$ cat src/jccn_pkg.sv
// Shared constants and codes for the joystick calibration and normalization core
`default_nettype none

package jccn_pkg;

    localparam int CALIB_SAMPLES_DEF = 5;
    localparam int SAMPLE_BITS_DEF   = 14;

    localparam int NUM_AXES   = 4;
    localparam int AXIS_IDX_W = 2;
    localparam int OFF_W      = 14;
    localparam int THR_W      = 15;
    localparam int AXIS_W     = 16;
    localparam int WIN_W      = 18;

    localparam int CFG_IDX_W  = 2;
    localparam int CFG_DATA_W = 15;

    // Normalization: raw * 2^NORM_SHIFT / offset - NORM_BIAS
    localparam int NORM_SHIFT = 9;
    localparam int NORM_BIAS  = 512;
    // Largest quotient that still fits after the bias is removed
    localparam int SAT_Q_MAX  = 33279;

    localparam logic [OFF_W-1:0]  CENTER_RESET    = 14'd5000;
    localparam logic [OFF_W-1:0]  WINDOW_RESET    = 14'd1000;
    localparam logic [THR_W-1:0]  THRESHOLD_RESET = 15'd10;
    localparam logic signed [AXIS_W-1:0] AXIS_MAX = 16'sh7FFF;

    typedef enum logic [CFG_IDX_W-1:0] {
        REG_CENTER_VALUE     = 2'd0,
        REG_CENTER_WINDOW    = 2'd1,
        REG_CHANGE_THRESHOLD = 2'd2
    } cfg_reg_t;

endpackage

`default_nettype wire

$ cat src/joystick_center_calib_normalize_core.sv
// A calibration transaction is absorbed by the offset registers and gives no result.
// A normalization transaction runs four serial divisions, one per axis, on the one
// shared bit-serial divider, each followed by a compare, then a finish step.
// Throughput: one transaction at a time; in_ready is high only while idle.
// Reset: offsets load center_value's reset value, history and calibration count clear.
`default_nettype none

module joystick_center_calib_normalize_core
    import jccn_pkg::*;
#(
    parameter int CALIB_SAMPLES = CALIB_SAMPLES_DEF,
    parameter int SAMPLE_BITS   = SAMPLE_BITS_DEF
)
(
    input  wire logic                  clk,
    input  wire logic                  rst_n,

    input  wire logic                  cfg_valid,
    output logic                       cfg_ready,
    input  wire logic [CFG_IDX_W-1:0]  cfg_index,
    input  wire logic [CFG_DATA_W-1:0] cfg_data,

    input  wire logic                  in_valid,
    output logic                       in_ready,
    input  wire logic [SAMPLE_BITS-1:0] raw_x1,
    input  wire logic [SAMPLE_BITS-1:0] raw_y1,
    input  wire logic                  press1,
    input  wire logic [SAMPLE_BITS-1:0] raw_x2,
    input  wire logic [SAMPLE_BITS-1:0] raw_y2,
    input  wire logic                  press2,

    output logic                       out_valid,
    input  wire logic                  out_ready,
    output logic signed [AXIS_W-1:0]   axis_x1,
    output logic signed [AXIS_W-1:0]   axis_y1,
    output logic                       button1,
    output logic signed [AXIS_W-1:0]   axis_x2,
    output logic signed [AXIS_W-1:0]   axis_y2,
    output logic                       button2
);

    localparam int DIV_W = SAMPLE_BITS + NORM_SHIFT;
    localparam int CNT_W = $clog2(CALIB_SAMPLES + 1);
    localparam logic [AXIS_IDX_W-1:0] IDX_LAST = AXIS_IDX_W'(NUM_AXES - 1);

    typedef enum logic [3:0] {
        S_IDLE = 4'b0001,
        S_DIV  = 4'b0010,
        S_CMP  = 4'b0100,
        S_FIN  = 4'b1000
    } state_t;

    state_t                     state_reg;
    logic [AXIS_IDX_W-1:0]      idx_reg;
    logic                       start_reg;
    logic                       emit_reg;
    logic [CNT_W-1:0]           cnt_reg;

    logic [OFF_W-1:0]           cv_reg;
    logic [OFF_W-1:0]           cw_reg;
    logic [THR_W-1:0]           thr_reg;
    logic [OFF_W-1:0]           off_reg   [NUM_AXES];

    logic [SAMPLE_BITS-1:0]     raw_reg   [NUM_AXES];
    logic [1:0]                 btn_reg;
    logic signed [AXIS_W-1:0]   axis_reg  [NUM_AXES];
    logic signed [AXIS_W-1:0]   prev_reg  [NUM_AXES];
    logic [1:0]                 prev_btn_reg;

    logic                       out_valid_reg;
    logic signed [AXIS_W-1:0]   out_axis_reg [NUM_AXES];
    logic [1:0]                 out_btn_reg;

    logic [SAMPLE_BITS-1:0]     in_raw    [NUM_AXES];
    logic [NUM_AXES-1:0]        in_win;
    logic signed [WIN_W-1:0]    win_lo;
    logic signed [WIN_W-1:0]    win_hi;
    logic                       cfg_fire;
    logic                       in_fire;
    logic                       calibrating;

    logic [DIV_W-1:0]           div_dividend;
    logic [OFF_W-1:0]           div_divisor;
    logic                       div_done;
    logic [DIV_W-1:0]           div_quot;
    logic signed [AXIS_W-1:0]   axis_new;

    logic signed [AXIS_W:0]     axis_diff;
    logic [AXIS_W:0]            axis_mag;
    logic                       moved;
    logic                       emit_any;
    logic                       out_load;

    assign cfg_ready   = 1'b1;
    assign cfg_fire    = cfg_valid && cfg_ready;
    assign in_ready    = (state_reg == S_IDLE);
    assign in_fire     = in_valid && in_ready;
    assign calibrating = (cnt_reg < CNT_W'(CALIB_SAMPLES));

    assign in_raw[0] = raw_x1;
    assign in_raw[1] = raw_y1;
    assign in_raw[2] = raw_x2;
    assign in_raw[3] = raw_y2;

    // Window bounds may go negative; compare signed
    always_comb
    begin
        win_lo = $signed(WIN_W'(cv_reg)) - $signed(WIN_W'(cw_reg));
        win_hi = $signed(WIN_W'(cv_reg)) + $signed(WIN_W'(cw_reg));
        for (int i = 0; i < NUM_AXES; i++)
        begin
            in_win[i] = ($signed(WIN_W'(in_raw[i])) >= win_lo) &&
                        ($signed(WIN_W'(in_raw[i])) <= win_hi);
        end
    end

    always_ff @(posedge clk or negedge rst_n)
    begin
        if (!rst_n)
        begin
            cv_reg  <= CENTER_RESET;
            cw_reg  <= WINDOW_RESET;
            thr_reg <= THRESHOLD_RESET;
        end
        else if (cfg_fire)
        begin
            unique case (cfg_index)
                REG_CENTER_VALUE:     cv_reg  <= cfg_data[OFF_W-1:0];
                REG_CENTER_WINDOW:    cw_reg  <= cfg_data[OFF_W-1:0];
                REG_CHANGE_THRESHOLD: thr_reg <= cfg_data[THR_W-1:0];
                default: ;
            endcase
        end
    end

    always_ff @(posedge clk or negedge rst_n)
    begin
        if (!rst_n)
        begin
            for (int i = 0; i < NUM_AXES; i++)
            begin
                off_reg[i] <= CENTER_RESET;
            end
            cnt_reg <= '0;
        end
        else
        begin
            // Reload offsets from a new center value only before calibration starts
            if (cfg_fire && (cfg_index == REG_CENTER_VALUE) && (cnt_reg == '0))
            begin
                for (int i = 0; i < NUM_AXES; i++)
                begin
                    off_reg[i] <= cfg_data[OFF_W-1:0];
                end
            end
            else if (in_fire && calibrating)
            begin
                for (int i = 0; i < NUM_AXES; i++)
                begin
                    if (in_win[i])
                    begin
                        off_reg[i] <= OFF_W'(in_raw[i]);
                    end
                end
            end
            if (in_fire && calibrating)
            begin
                cnt_reg <= cnt_reg + 1'b1;
            end
        end
    end

    assign div_dividend = {raw_reg[idx_reg], {NORM_SHIFT{1'b0}}};
    assign div_divisor  = (off_reg[idx_reg] == '0) ? OFF_W'(1) : off_reg[idx_reg];

    jccn_div #(
        .DIV_W (DIV_W)
    ) u_div (
        .clk      (clk),
        .rst_n    (rst_n),
        .start    (start_reg),
        .dividend (div_dividend),
        .divisor  (div_divisor),
        .done     (div_done),
        .quotient (div_quot)
    );

    // Saturate high only; the quotient is never negative
    assign axis_new = (div_quot > DIV_W'(SAT_Q_MAX)) ? AXIS_MAX
                                                     : AXIS_W'(div_quot - DIV_W'(NORM_BIAS));

    always_comb
    begin
        axis_diff = {axis_reg[idx_reg][AXIS_W-1], axis_reg[idx_reg]} -
                    {prev_reg[idx_reg][AXIS_W-1], prev_reg[idx_reg]};
        axis_mag  = axis_diff[AXIS_W] ? (AXIS_W + 1)'(-axis_diff) : axis_diff;
        moved     = (axis_mag > (AXIS_W + 1)'(thr_reg));
    end

    assign emit_any = emit_reg || (btn_reg != prev_btn_reg);
    assign out_load = (state_reg == S_FIN) && emit_any && (!out_valid_reg || out_ready);

    always_ff @(posedge clk or negedge rst_n)
    begin
        if (!rst_n)
        begin
            state_reg     <= S_IDLE;
            idx_reg       <= '0;
            start_reg     <= 1'b0;
            emit_reg      <= 1'b0;
            prev_btn_reg  <= '0;
            out_valid_reg <= 1'b0;
            for (int i = 0; i < NUM_AXES; i++)
            begin
                prev_reg[i] <= '0;
            end
        end
        else
        begin
            // Kick the divider for the first axis and after each compare but the last
            start_reg <= (in_fire && !calibrating) ||
                         ((state_reg == S_CMP) && (idx_reg != IDX_LAST));
            if (out_load)
            begin
                out_valid_reg <= 1'b1;
            end
            else if (out_valid_reg && out_ready)
            begin
                out_valid_reg <= 1'b0;
            end

            unique case (state_reg)
                S_IDLE:
                begin
                    if (in_fire && !calibrating)
                    begin
                        idx_reg   <= '0;
                        emit_reg  <= 1'b0;
                        state_reg <= S_DIV;
                    end
                end
                S_DIV:
                begin
                    if (div_done)
                    begin
                        state_reg <= S_CMP;
                    end
                end
                S_CMP:
                begin
                    prev_reg[idx_reg] <= axis_reg[idx_reg];
                    if (moved)
                    begin
                        emit_reg <= 1'b1;
                    end
                    if (idx_reg == IDX_LAST)
                    begin
                        state_reg <= S_FIN;
                    end
                    else
                    begin
                        idx_reg   <= idx_reg + 1'b1;
                        state_reg <= S_DIV;
                    end
                end
                S_FIN:
                begin
                    // Hold while a result waits and the output is still full
                    if (!emit_any || out_load)
                    begin
                        prev_btn_reg <= btn_reg;
                        state_reg    <= S_IDLE;
                    end
                end
                default:
                begin
                    state_reg <= S_IDLE;
                end
            endcase
        end
    end

    always_ff @(posedge clk)
    begin
        if (in_fire)
        begin
            for (int i = 0; i < NUM_AXES; i++)
            begin
                raw_reg[i] <= in_raw[i];
            end
            btn_reg <= {press2, press1};
        end
        if ((state_reg == S_DIV) && div_done)
        begin
            axis_reg[idx_reg] <= axis_new;
        end
        if (out_load)
        begin
            for (int i = 0; i < NUM_AXES; i++)
            begin
                out_axis_reg[i] <= axis_reg[i];
            end
            out_btn_reg <= btn_reg;
        end
    end

    assign out_valid = out_valid_reg;
    assign axis_x1   = out_axis_reg[0];
    assign axis_y1   = out_axis_reg[1];
    assign axis_x2   = out_axis_reg[2];
    assign axis_y2   = out_axis_reg[3];
    assign button1   = out_btn_reg[0];
    assign button2   = out_btn_reg[1];

    a_calib_count: assert property (@(posedge clk) disable iff (!rst_n)
        (in_fire && calibrating) |=> (cnt_reg == CNT_W'($past(cnt_reg) + 1'b1)))
        else $error("calibration count did not advance");

    a_count_bound: assert property (@(posedge clk) disable iff (!rst_n)
        cnt_reg <= CNT_W'(CALIB_SAMPLES))
        else $error("calibration count past its limit");

    a_done_in_div: assert property (@(posedge clk) disable iff (!rst_n)
        div_done |-> (state_reg == S_DIV))
        else $error("division finished outside the divide state");

    a_fin_last: assert property (@(posedge clk) disable iff (!rst_n)
        (state_reg == S_FIN) |-> (idx_reg == IDX_LAST))
        else $error("finish reached before all axes were normalized");

endmodule

`default_nettype wire

$ cat src/jccn_div.sv
// Radix-2 restoring divider, one quotient bit per cycle
`default_nettype none

module jccn_div
    import jccn_pkg::*;
#(
    parameter int DIV_W = SAMPLE_BITS_DEF + NORM_SHIFT
)
(
    input  wire logic             clk,
    input  wire logic             rst_n,
    input  wire logic             start,
    input  wire logic [DIV_W-1:0] dividend,
    input  wire logic [OFF_W-1:0] divisor,
    output logic                  done,
    output logic [DIV_W-1:0]      quotient
);

    localparam int CNT_W = $clog2(DIV_W + 1);

    logic                 busy_reg;
    logic                 done_reg;
    logic [CNT_W-1:0]     cnt_reg;
    logic [OFF_W-1:0]     dsr_reg;
    logic [OFF_W-1:0]     rem_reg;
    logic [DIV_W-1:0]     dvd_reg;

    logic [OFF_W:0]       trial;
    logic                 fits;
    logic [OFF_W:0]       diff;

    always_comb
    begin
        trial = {rem_reg, dvd_reg[DIV_W-1]};
        fits  = (trial >= {1'b0, dsr_reg});
        diff  = trial - {1'b0, dsr_reg};
    end

    always_ff @(posedge clk or negedge rst_n)
    begin
        if (!rst_n)
        begin
            busy_reg <= 1'b0;
            done_reg <= 1'b0;
            cnt_reg  <= '0;
        end
        else
        begin
            done_reg <= busy_reg && !start && (cnt_reg == CNT_W'(1));
            if (start)
            begin
                busy_reg <= 1'b1;
                cnt_reg  <= CNT_W'(DIV_W);
            end
            else if (busy_reg)
            begin
                cnt_reg <= cnt_reg - 1'b1;
                if (cnt_reg == CNT_W'(1))
                begin
                    busy_reg <= 1'b0;
                end
            end
        end
    end

    always_ff @(posedge clk)
    begin
        if (start)
        begin
            dsr_reg <= divisor;
            rem_reg <= '0;
            dvd_reg <= dividend;
        end
        else if (busy_reg)
        begin
            // Shift in the next dividend bit, subtract when it fits
            rem_reg <= fits ? diff[OFF_W-1:0] : trial[OFF_W-1:0];
            dvd_reg <= {dvd_reg[DIV_W-2:0], fits};
        end
    end

    assign done     = done_reg;
    assign quotient = dvd_reg;

    a_no_restart: assert property (@(posedge clk) disable iff (!rst_n)
        start |-> !busy_reg)
        else $error("divider started while busy");

    a_rem_bound: assert property (@(posedge clk) disable iff (!rst_n)
        (busy_reg && !start) |-> (rem_reg < dsr_reg))
        else $error("partial remainder not below divisor");

    a_done_pulse: assert property (@(posedge clk) disable iff (!rst_n)
        done |=> !done)
        else $error("done held for more than one cycle");

endmodule

`default_nettype wire
$ cat config.mk
export PLATFORM = sky130hd
export DESIGN_NAME = joystick_center_calib_normalize_core
export DESIGN_NICKNAME = d
export VERILOG_FILES = /design/src/jccn_pkg.sv /design/src/joystick_center_calib_normalize_core.sv /design/src/jccn_div.sv
export SDC_FILE = /design/constraint.sdc
export NUM_CORES = 1
export LEC_CHECK = 0
export BUFFER_PORTS_ARGS = -buffer_cell sky130_fd_sc_hd__buf_2
export CAP_MARGIN = 20
export CORE_MARGIN = 3
export CORE_UTILIZATION = 50
export CTS_CLUSTER_SIZE = 24
export DETAILED_ROUTE_END_ITERATION = 10
export PLACE_DENSITY = 0.7
export SLEW_MARGIN = 20
export SYNTH_ARGS = -nofsm -noshare
export SYNTH_HDL_FRONTEND = slang
export SYNTH_HIERARCHICAL = 1
export SYNTH_SLANG_ARGS = --single-unit
export TNS_END_PERCENT = 10
$ cat constraint.sdc
create_clock -name clk -period 6 [get_ports clk]
set_clock_uncertainty 0.05 [all_clocks]
set_input_delay 0.9 -clock clk [delete_from_list [all_inputs] [get_ports clk]]
set_output_delay 0.9 -clock clk [all_outputs]
set_load 0.05 [all_outputs]
==> results of run 1 <==
-- worst paths after layout --
kind                                 start                  end  slack (ps)
min in group clk           axis_reg[0][11]  out_axis_reg[0][11]         390
max reg2reg                      cw_reg[1]           off_reg[6]         520
max                              cw_reg[1]           off_reg[6]         520
max in group asynchronous            rst_n           cv_reg[11]        4280
min reg2reg                axis_reg[0][11]  out_axis_reg[0][11]         390
min                                  rst_n         prev_reg[54]         250
-- synthesized netlist by cell type (5+ instances only) --
cell type / count
buf_2: 6
mux4_2: 60
ha_1: 197
a211oi_1: 29
a21boi_0: 5
nand2b_1: 32
or4_1: 7
mux2i_1: 53
nor2_1: 90
a31oi_1: 5
dfstp_2: 34
buf_1: 6
mux2_2: 126
o21ai_1: 6
a21o_1: 27
nor2b_1: 16
o21ai_0: 65
buf_6: 7
nand3_1: 36
nand2_1: 74
or3_1: 8
and2_1: 7
nor3_1: 20
edfxtp_1: 225
o211ai_1: 16
nand4_1: 12
dfxtp_1: 14
xnor2_1: 46
nand3b_1: 5
o21a_1: 20
o31ai_1: 10
nor4_1: 25
a21oi_1: 104
clkbuf_1: 35
inv_1: 104
o21bai_1: 10
dfrtp_1: 150
xor2_1: 19
-- stage by stage --
step,hold slack [ps],worst slack (ps),total power [mW],std cells
final,252,518,11.6,2609
after global routing,293,98.3,12.4,2609
after CTS,270,473,11.7,2609
after detailed placement,382,544,8.85,2525
after global placement,378,570,8.66,2525
after floorplan,371,419,7.62,1817
-- worst max-delay path: stages (launching register included) --
cell	delay, ps
dfrtp_1	410
inv_1	110
ha_1	290
nand2b_1	140
a21oi_1	180
o21ai_0	120
a21oi_1	170
nor2_1	90
o21ba_2	210
o41ai_1	380
buf_4	210
o21ai_0	150
a211oi_1	660
ha_1	240
nand3_1	210
a2111oi_0	440
o21ai_0	320
o311ai_4	270
buf_4	340
mux2i_1	240
a21oi_1	80
-- report_power, final --
| part | leakage, nW | total (mW) | internal (mW) | switching [mW] |
|---|---|---|---|---|
| Clock | 0.722 | 2.77 | 1.59 | 1.18 |
| Sequential | 4.59 | 4.13 | 3.77 | 0.364 |
| Combinational | 5.79 | 4.70 | 2.03 | 2.67 |
| Total | 11.1 | 11.6 | 7.39 | 4.21 |
-- cell type report --
type	count	area, sq um
multi-input cells	1229	10800
well taps	600	751
clock inverters	22	259
clock buffers	62	1230
fillers	3673	19500
flip-flops and latches	423	11700
repair buffers	169	920
inverters	104	390
-- routing by layer --
layer  track usage [%]  vias up
li1                  -     7118
met5                 0        -
met4              7.75        0
met3              3.33       96
met2              40.4      447
met1              30.0     7698
-- logic make-up after synthesis --
kind of cell,after synthesis,synth area share (%)
mux,239,14.2
flops,423,50.4
other cells,2,0.0324
buf+inv,165,3.17
compound gates,347,10.2
simple gates,365,8.30
xor+xnor,67,2.60
fa+ha+maj,201,11.0
==> summary.md, run 1 <==
| Metric | Value |
|---|---|
| Ratio of cells with drive above 1 in the final layout | `between 20 and 25%` |
| WL/cell | `about 22 microns` |
| Yosys reg bits | `423` |
| Vias in the first global route | `roughly 16k` |
| Core area | `around 46,000 sq um` |
| Largest net degree at the start of global routing | `73` |
| Final instance area | `26,000 sq um` |
| Top sig layer | `met4` |
| Initial Util | `between 50% and 60%` |
| CTS tree | `yes` |
| Post-route minimum period | `around 5500 ps` |
| RSZ-0062 raised after global routing | `no` |
| Placed Area | `around 25,000 sq um` |
| Startpoint type of the worst setup path | `flip-flop` |
| Num rows | `78` |
| Post-synth top area share | `around 30%` |
| Final core utilization | `between 50% and 60%` |
| CTS root buf | `clkbuf_16` |
| Initial antenna violation count | `0` |
| Post-route DRC | `0` |
| CTS buffer count | `45` |
| Avg Cell Area, Syn | `12.8 sq um` |
| Kind of critical path | `reg -> reg` |
| Power per cell area | `446 nW/um^2` |
| ANT nets after route | `0` |
| Worst hold path type | `in -> async` |
| Max Freq | `roughly 0.18 GHz` |
| Syn Std Cell Area | `between 20,000 and 25,000 sq um` |
| Gr usage total | `23.2%` |
| Setup Buffers After CTS | `0` |
| Post-synth top area cell | `edfxtp_1` |
| Skew-Pair Late Insertion Delay | `between 600 and 700 ps` |
| Distinct cells, synth | `95` |
| Yosys Warn Count | `6` |
| First-pass GRT wire length | `89,200 microns` |
| WL met3 | `approximately 3000 microns` |
| Crit. End Element | `flip-flop` |
| Die height | `221 microns` |
| Commonest non-fill, non-tap cells in the layout | `edfxtp_1, ha_1, dfrtp_1` |
| Antenna Cells | `0` |
| Mapped Cells | `around 1.8k` |
| Slew @ Worst Pin | `1010 ps` |
| Die ar. | `about 49,000 sq um` |
| Worst Path Required | `between 6000 and 7000 ps` |
| Synthesis-to-finish area growth | `12.4%` |
| Reg2reg path depth | `20` |
| Total negative setup slack | `0 ps` |
| Status | `completed` |
| Met2 Wirelength | `around 29,000 microns` |
| Top_reg_cell synth | `edfxtp_1` |
| CTS resizes | `0` |
| CTS Hold Bufs | `0` |
| GP Congestion | `0.896` |
| Vias | `~15k` |
| Crit path DAT | `5850 ps` |
| Slew Limit Headroom | `approximately a third` |
| Worst VDD drop | `~290 uV` |
| WL final | `approximately 57,000 microns` |
| DR iter-0 viols | `963` |
| Die width | `roughly 220 microns` |
| Total gr overflow | `0` |
| Final setup fails | `0` |
| Post-Route M1 WL | `23,900 microns` |
| Final #Nets | `2,253` |
| First drt pass iteration count | `5` |
| Max cap viols | `0` |
| H-tree depth | `2` |
| Crit-path max FO | `14` |
| Via density | `~5.9` |
| Post-DP HPWL | `42,700 microns` |
| Port bufs | `between 100 and 150` |
| Clock Path Buffers | `3` |
| Synth async-reset ratio | `a little over two fifths` |
| P_leak | `~11 nW` |
| Final Slew Violations | `0` |
| Clk slew on worst S/H paths | `approximately 60 ps` |
| Period utilisation layout | `91.4%` |
| Seq/Total Area, Yosys | `50.4%` |
| Sinks on Clock Net | `about 420` |
| Commonest non-fill, non-tap cell in the layout | `edfxtp_1` |
| # IOs | `~150` |
| Synth top area cells | `edfxtp_1, dfrtp_1, ha_1` |
| Post-synth EDFFs | `approximately 230` |
| Hold Fails Final Rpt | `0` |
(Power assumes the default switching activity.)
==> inputs of run 2 (changes only) <==
--- a/config.mk
+++ b/config.mk
@@ -11,6 +11,7 @@
 export CORE_UTILIZATION = 50
 export CTS_CLUSTER_SIZE = 24
 export DETAILED_ROUTE_END_ITERATION = 10
+export GPL_TIMING_DRIVEN = 0
 export PLACE_DENSITY = 0.7
 export SLEW_MARGIN = 20
 export SYNTH_ARGS = -nofsm -noshare
==> summary.md, run 2 (synthesis gave the netlist of run 1 again) <==
| Metric | Value |
|---|---|
| CTS buffer count | `45 (unchanged)` |
| DR iter-0 viols | `984 (+2.2%)` |
| Hold Slack | `140 ps (-112 ps)` |
| Final setup fails | `0 (unchanged)` |
| Max cap viols | `0 (unchanged)` |
| P_leak | `11.3 nW (+1.8%)` |
| Die height | `221 microns (unchanged)` |
| Reg2reg path depth | `23 (+15%)` |
| Reg area | `11,700 sq um (about the same)` |
| First drt pass iteration count | `5 (unchanged)` |
| H-tree depth | `2 (unchanged)` |
| # IOs | `149 (unchanged)` |
| Status | `completed` |
| Initial antenna violation count | `0 (unchanged)` |
| CTS tree | `yes` |
| RR Endpoint | `emit_reg` |
| Final Slew Violations | `0 (unchanged)` |
| Worst Path Required | `6430 ps (+60 ps)` |
| Crit path DAT | `6160 ps (+310 ps)` |
| RSZ-0062 raised after global routing | `yes` |
| CTS Hold Bufs | `0 (unchanged)` |
| Buf/Inv on CP | `5 (+2)` |
| Port bufs | `147 (unchanged)` |
| Crit-path max FO | `10 (-4)` |
| Power per cell area | `452 nW/um^2 (+1.3%)` |
| Crit. End Element | `flip-flop` |
| Via density | `5.88 (-0.12%)` |
| Synthesis-to-finish area growth | `14.3%` |
| GP Congestion | `0.917 (+2.3%)` |
| Post-route DRC | `0 (unchanged)` |
| Period utilisation layout | `95.7% (+4.3 points)` |
| Reg2reg start | `idx_reg[1]` |
| Final #Nets | `2,298 (+2.0%)` |
| CP max-delay cell | `fa_1` |
| CTS root buf | `clkbuf_16` |
| Vias in the first global route | `16.4k (+4.7%)` |
| Fillers | `3,635 (-1.0%)` |
| Post-DP HPWL | `46,300 microns (+8.4%)` |
| Gr usage total | `24.9% (+1.7 points)` |
| Clock Path Buffers | `3 (unchanged)` |
| Num rows | `78 (unchanged)` |
| Worst-path cell chain | `clkbuf_2 -> buf_2 -> clkbuf_4 -> mux4_2 -> ha_1 -> inv_1 -> fa_1 -> inv_1 -> ha_1 -> nor4b_1 -> a41oi_1 -> or2_2 -> nor2_1 -> nand3_1 -> o31ai_1 -> xnor2_1 -> ha_1 -> nand2_1 -> nor2_1 -> nand3_1 -> o31ai_1 -> nor2_1 -> a221o_1` |
| Worst hold path type | `in -> async` |
| Total gr overflow | `0 (unchanged)` |
| Core area | `45,600 sq um (unchanged)` |
| Die ar. | `49,000 sq um (unchanged)` |
| Slew Limit Headroom | `27.6% (-4.8 points)` |
| Commonest non-fill, non-tap cells in the layout | `edfxtp_1, ha_1, buf_2` |
| Post-route minimum period | `5740 ps (+257 ps)` |
| ANT nets after route | `0 (unchanged)` |
| FF-to-FF setup slack | `260 ps (-260 ps)` |
| Commonest non-fill, non-tap cell in the layout | `edfxtp_1` |
| Startpoint type of the worst setup path | `flip-flop` |
| Initial Util | `50.8% (unchanged)` |
| Dpl ws | `-831 ps (-1380 ps)` |
| Antenna Cells | `0 (unchanged)` |
| Area of the multi-input gates | `10,800 sq um (about the same)` |
| Slew @ Worst Pin | `1080 ps (+64.8 ps)` |
| Skew-Pair Late Insertion Delay | `610 ps (about the same)` |
| Kind of critical path | `reg -> reg` |
| Worst VDD drop | `324 uV (+11%)` |
| WL/cell | `22.8 microns (+4.5%)` |
| Die width | `221 microns (unchanged)` |
| CP top delay family | `simple AND/OR/NAND/NOR gates` |
| Hold Fails Final Rpt | `0 (unchanged)` |
| Vias | `15.6k (+1.6%)` |
| WL final | `60,600 microns (+6.2%)` |
| Sinks on Clock Net | `423 (unchanged)` |
| Setup Buffers After CTS | `0 (unchanged)` |
| Max Freq | `0.174 GHz (-4.5%)` |
| Ratio of cells with drive above 1 in the final layout | `24.8% (-0.096 points)` |
| Largest net degree at the start of global routing | `80 (+9.6%)` |
| First-pass GRT wire length | `94,600 microns (+6.0%)` |
| Worst setup slack after layout | `261 ps (-257 ps)` |
| Clk slew on worst S/H paths | `60 ps (about the same)` |
| Max stage delay on crit path | `410 ps (-250 ps)` |
==> run 2: cell count changes in the layout (fill, tap and decap cells not counted), moves of 4 or more <==
cell | previous run | this run
buf_16 | 0 | 4
buf_2 | 146 | 155
buf_4 | 21 | 5
buf_6 | 1 | 9
buf_8 | 0 | 4
bufinv_16 | 3 | 8
clkbuf_1 | 13 | 43
clkinv_2 | 9 | 2
==> run 2: cell type report <==
| class | instances | share of cell area [%] |
|---|---|---|
| plain buffers | 61 | 1.42 |
| clock buffers | 61 | 4.59 |
| clock inverters | 22 | 1.43 |
| inverters | 104 | 1.48 |
| multi-input cells | 1229 | 40.8 |
| flip-flops and latches | 423 | 44.1 |
| well taps | 600 | 2.83 |
| repair buffers | 153 | 3.34 |
==> run 2: worst max path at each step <==
stage,from,to,slack [ps],cells after the start
final,idx_reg[1],emit_reg,260,23
after global routing,cw_reg[1],off_reg[40],-140,20
after CTS,idx_reg[0],emit_reg,20,21
after detailed placement,idx_reg[0],emit_reg,-830,24
after global placement,idx_reg[0],emit_reg,-1010,23
after floorplan,idx_reg[0],emit_reg,420,23
==> run 2: timing repair <==
| action | 4_1_cts | 5_1_grt |
|---|---|---|
| endpoints found under the setup margin | 1 | 35 |
| endpoints found under the hold margin | 0 | 0 |
| resized for setup | 17 | 9 |
==> run 2: through the flow <==
stage               total power, mW  std cells  utilization [%]  setup TNS, ps  cell area, sq um
floorplan                      7.62       1817                -              0             23200
global placement               8.78       2564             54.2          -1010             24700
detailed placement             8.97       2570             54.5           -831             24800
CTS                            12.0       2653             58.1              0             26500
global route                   12.7       2653             58.1           -830             26500
finish                         12.0       2653             58.1              0             26500
==> run 2: metal layers <==
metal	vias to the layer above	routed length, microns	GRT usage [%]
met2	457	30500	43.3
li1	7218	-	-
met5	-	0	0
met3	119	3010	3.18
met1	7805	24800	31.8
met4	0	2200	9.68
==> run 2: worst reg2reg max path: stages (launching register included) <==
cell,delay [ps]
dfrtp_1,370
clkbuf_2,270
buf_2,360
clkbuf_4,390
mux4_2,360
ha_1,210
inv_1,70
fa_1,410
inv_1,110
ha_1,220
nor4b_1,270
a41oi_1,120
or2_2,360
nor2_1,250
nand3_1,140
o31ai_1,300
xnor2_1,120
ha_1,300
nand2_1,90
nor2_1,120
nand3_1,100
o31ai_1,260
nor2_1,90
a221o_1,260
==> run 2: where the power goes <==
part	internal, mW	switching, mW	leakage [nW]
Combinational	2.09	2.78	5.94
Clock	1.79	1.20	0.764
Sequential	3.77	0.340	4.59
Total	7.64	4.32	11.3
==> inputs of run 3 (changes only) <==
--- a/config.mk
+++ b/config.mk
@@ -7,12 +7,14 @@
 export LEC_CHECK = 0
 export BUFFER_PORTS_ARGS = -buffer_cell sky130_fd_sc_hd__buf_2
 export CAP_MARGIN = 20
+export CORE_ASPECT_RATIO = 1.75
 export CORE_MARGIN = 3
 export CORE_UTILIZATION = 50
 export CTS_CLUSTER_SIZE = 24
 export DETAILED_ROUTE_END_ITERATION = 10
 export GPL_TIMING_DRIVEN = 0
 export PLACE_DENSITY = 0.7
+export RECOVER_POWER = 25
 export SLEW_MARGIN = 20
 export SYNTH_ARGS = -nofsm -noshare
 export SYNTH_HDL_FRONTEND = slang
==> summary.md, run 3 (synthesis gave the netlist of run 1 again) <==
| Metric | Value |
|---|---|
| Failing checks | `capacitance limit, slew limit` |
| ANT nets after route | `0 (unchanged)` |
| Die width | `169 microns (-24%)` |
| Status | `complete, but fails checks` |
| Largest net degree at the start of global routing | `83 (+3.8%)` |
| Crit path DAT | `6040 ps (-120 ps)` |
| Slew Limit Headroom | `-103% (-130 points)` |
| Total gr overflow | `0 (unchanged)` |
| CP max-delay cell | `o21ai_0` |
| Worst-path cell chain | `inv_1 -> ha_1 -> nand2b_1 -> a21oi_1 -> o21ai_0 -> a21oi_1 -> nor2_1 -> o21ba_2 -> o41ai_2 -> o21ai_0 -> a211oi_2 -> ha_1 -> nand3_1 -> o21ai_0 -> o21ai_0 -> o311ai_4 -> buf_8 -> mux2i_1 -> a21oi_1` |
| Worst hold path type | `reg -> reg` |
| Grt met1 use | `25.1% (-6.6 points)` |
| Initial Util | `50.9% (+0.094 points)` |
| Vias | `16.0k (+2.4%)` |
| Crit-path max FO | `10 (unchanged)` |
| Ratio of cells with drive above 1 in the final layout | `22.1% (-2.7 points)` |
| FF-to-FF setup slack | `320 ps (+60 ps)` |
| Kind of critical path | `reg -> reg` |
| Gr usage total | `26.0% (+1.2 points)` |
| Post-route DRC | `0 (unchanged)` |
| GRT met3 Usage | `3.59% (+0.41 points)` |
| # IOs | `149 (unchanged)` |
| RR Endpoint | `off_reg[18]` |
| Synthesis-to-finish area growth | `12.5%` |
| Worst setup endpoint | `off_reg[18]` |
| Post-route minimum period | `5680 ps (-56.1 ps)` |
| Final setup fails | `0 (unchanged)` |
| First-pass GRT wire length | `97,300 microns (+2.8%)` |
| CP Launch Point | `cw_reg[1]` |
| Num rows | `103 (+32%)` |
| Initial antenna violation count | `0 (unchanged)` |
| Post-DP HPWL | `49,300 microns (+6.6%)` |
| Skew-Pair Late Insertion Delay | `570 ps (-40 ps)` |
| Hold path startpoint | `axis_reg[2][2]` |
| Met2 usage | `49.4% (+6.1 points)` |
| DR iter-0 viols | `1,109 (+13%)` |
| Worst VDD drop | `324 uV (-0.13%)` |
| Crit-path most repeated cell | `o21ai_0` |
| Sinks on Clock Net | `423 (unchanged)` |
| P_leak | `11.0 nW (-2.6%)` |
| H-tree depth | `2 (unchanged)` |
| Max Freq | `0.176 GHz (+0.99%)` |
| Startpoint type of the worst setup path | `flip-flop` |
| Total negative setup slack | `0 ps (unchanged)` |
| Final Slew Violations | `189 (+189)` |
| Worst Path Required | `6360 ps (-70 ps)` |
| Hold Slack | `396 ps (+257 ps)` |
| Reg2reg path depth | `19 (-17%)` |
| Core area | `45,500 sq um (-0.18%)` |
| Max cap viols | `3 (+3)` |
| Clk slew on worst S/H paths | `70 ps (about the same)` |
| Commonest non-fill, non-tap cell in the layout | `edfxtp_1` |
| Crit. End Element | `flip-flop` |
| Die height | `291 microns (+31%)` |
| Die ar. | `49,100 sq um (+0.20%)` |
| First drt pass iteration count | `5 (unchanged)` |
| Port bufs | `147 (unchanged)` |
| Vias in the first global route | `17.0k (+3.4%)` |
| CTS tree | `yes` |
| Via density | `6.10 (+3.7%)` |
| Hold Fails Final Rpt | `0 (unchanged)` |
| Commonest non-fill, non-tap cells in the layout | `edfxtp_1, ha_1, dfrtp_1` |
| CTS root buf | `clkbuf_16` |
| Slew @ Worst Pin | `3050 ps (+1970 ps)` |
| Max stage delay on crit path | `560 ps (+150 ps)` |
| Period utilisation layout | `94.7% (-0.93 points)` |
| CTS buffer count | `40 (-11%)` |
| WL/cell | `24.5 microns (+7.3%)` |
| WL final | `64,200 microns (+6.0%)` |
| Power per cell area | `449 nW/um^2 (-0.47%)` |
| Setup Buffers After CTS | `0 (unchanged)` |
| Reg2reg start | `cw_reg[1]` |
| GP Congestion | `0.995 (+8.5%)` |
| Final #Nets | `2,291 (-0.30%)` |
| GR peak layer | `met2` |
| Clock Path Buffers | `3 (unchanged)` |
## run 3: changes by cell type in the layout (fill, tap and decap cells not counted), moves of 2 or more
cell / before / now
clkinv_2: 2 / 5
buf_16: 4 / 0
clkinv_1: 6 / 9
clkbuf_2: 2 / 5
buf_2: 155 / 98
clkbuf_1: 43 / 88
clkbuf_8: 4 / 2
clkbuf_16: 45 / 41
clkinv_4: 0 / 2
bufinv_16: 8 / 3
clkbuf_4: 2 / 5
## run 3: power by group
group,internal [mW],total [mW],switching [mW]
logic,2.08,5.02,2.93
registers,3.77,4.13,0.360
clock network,1.42,2.57,1.15
total,7.27,11.7,4.44
## run 3: cell type report
| type | instances | area, sq um |
|---|---|---|
| Fill cell | 3738 | 19400 |
| Sequential cell | 423 | 11700 |
| Multi-Input combinational cell | 1229 | 10800 |
| Clock buffer | 47 | 1060 |
| Timing Repair Buffer | 151 | 723 |
| Tap cell | 577 | 722 |
| Inverter | 104 | 393 |
| Buffer | 61 | 388 |
| Clock inverter | 27 | 274 |
| Antenna cell | 1 | 2.50 |
## run 3: how the worst min path moves through the flow
stage          cells after the start                   to  slack [ps]
2_1_floorplan                      0   out_axis_reg[2][0]         370
3_5_place_dp                       0  out_axis_reg[0][11]         380
6_report                           0   out_axis_reg[2][2]         400
3_3_place_gp                       0   out_axis_reg[2][6]         380
4_1_cts                            1         prev_reg[63]         150
5_1_grt                            0   out_axis_reg[2][2]         410
## run 3: through the flow
step / total power [mW] / utilization [%] / setup WS, ps / std cells / area, sq um
floorplan: 7.62 / - / 419 / 1817 / 23200
global placement: 8.93 / 54.2 / -1070 / 2541 / 24700
detailed placement: 9.13 / 54.5 / -972 / 2545 / 24800
CTS: 11.7 / 57.5 / -2.32 / 2619 / 26100
global route: 12.4 / 57.3 / -15.5 / 2619 / 26100
finish: 11.7 / 57.3 / 317 / 2620 / 26100
## run 3: critical path: cells and delay by family, from the launching register on
family	cells	cell delay, ps
muxes	1	220
AOI/OAI and AO/OA	11	3440
buffers and inverters	2	350
DFF	1	410
adders and majority gates	2	500
and+or+nand+nor	3	560
## run 3: timing repair
item	in CTS	in global routing
endpoints found under the setup margin	7	17
pin swaps	0	1
resized for setup	20	17
hold buffers	0	0
## run 3: per-layer routing
layer  part of all wire (%)  routed length, microns  up-vias
li1                       -                       -     7197
met1                     33                   21100     8047
met2                     54                   34900      509
met3                    4.1                    2660      220
met4                    8.5                    5430        0
met5                      0                       0        -
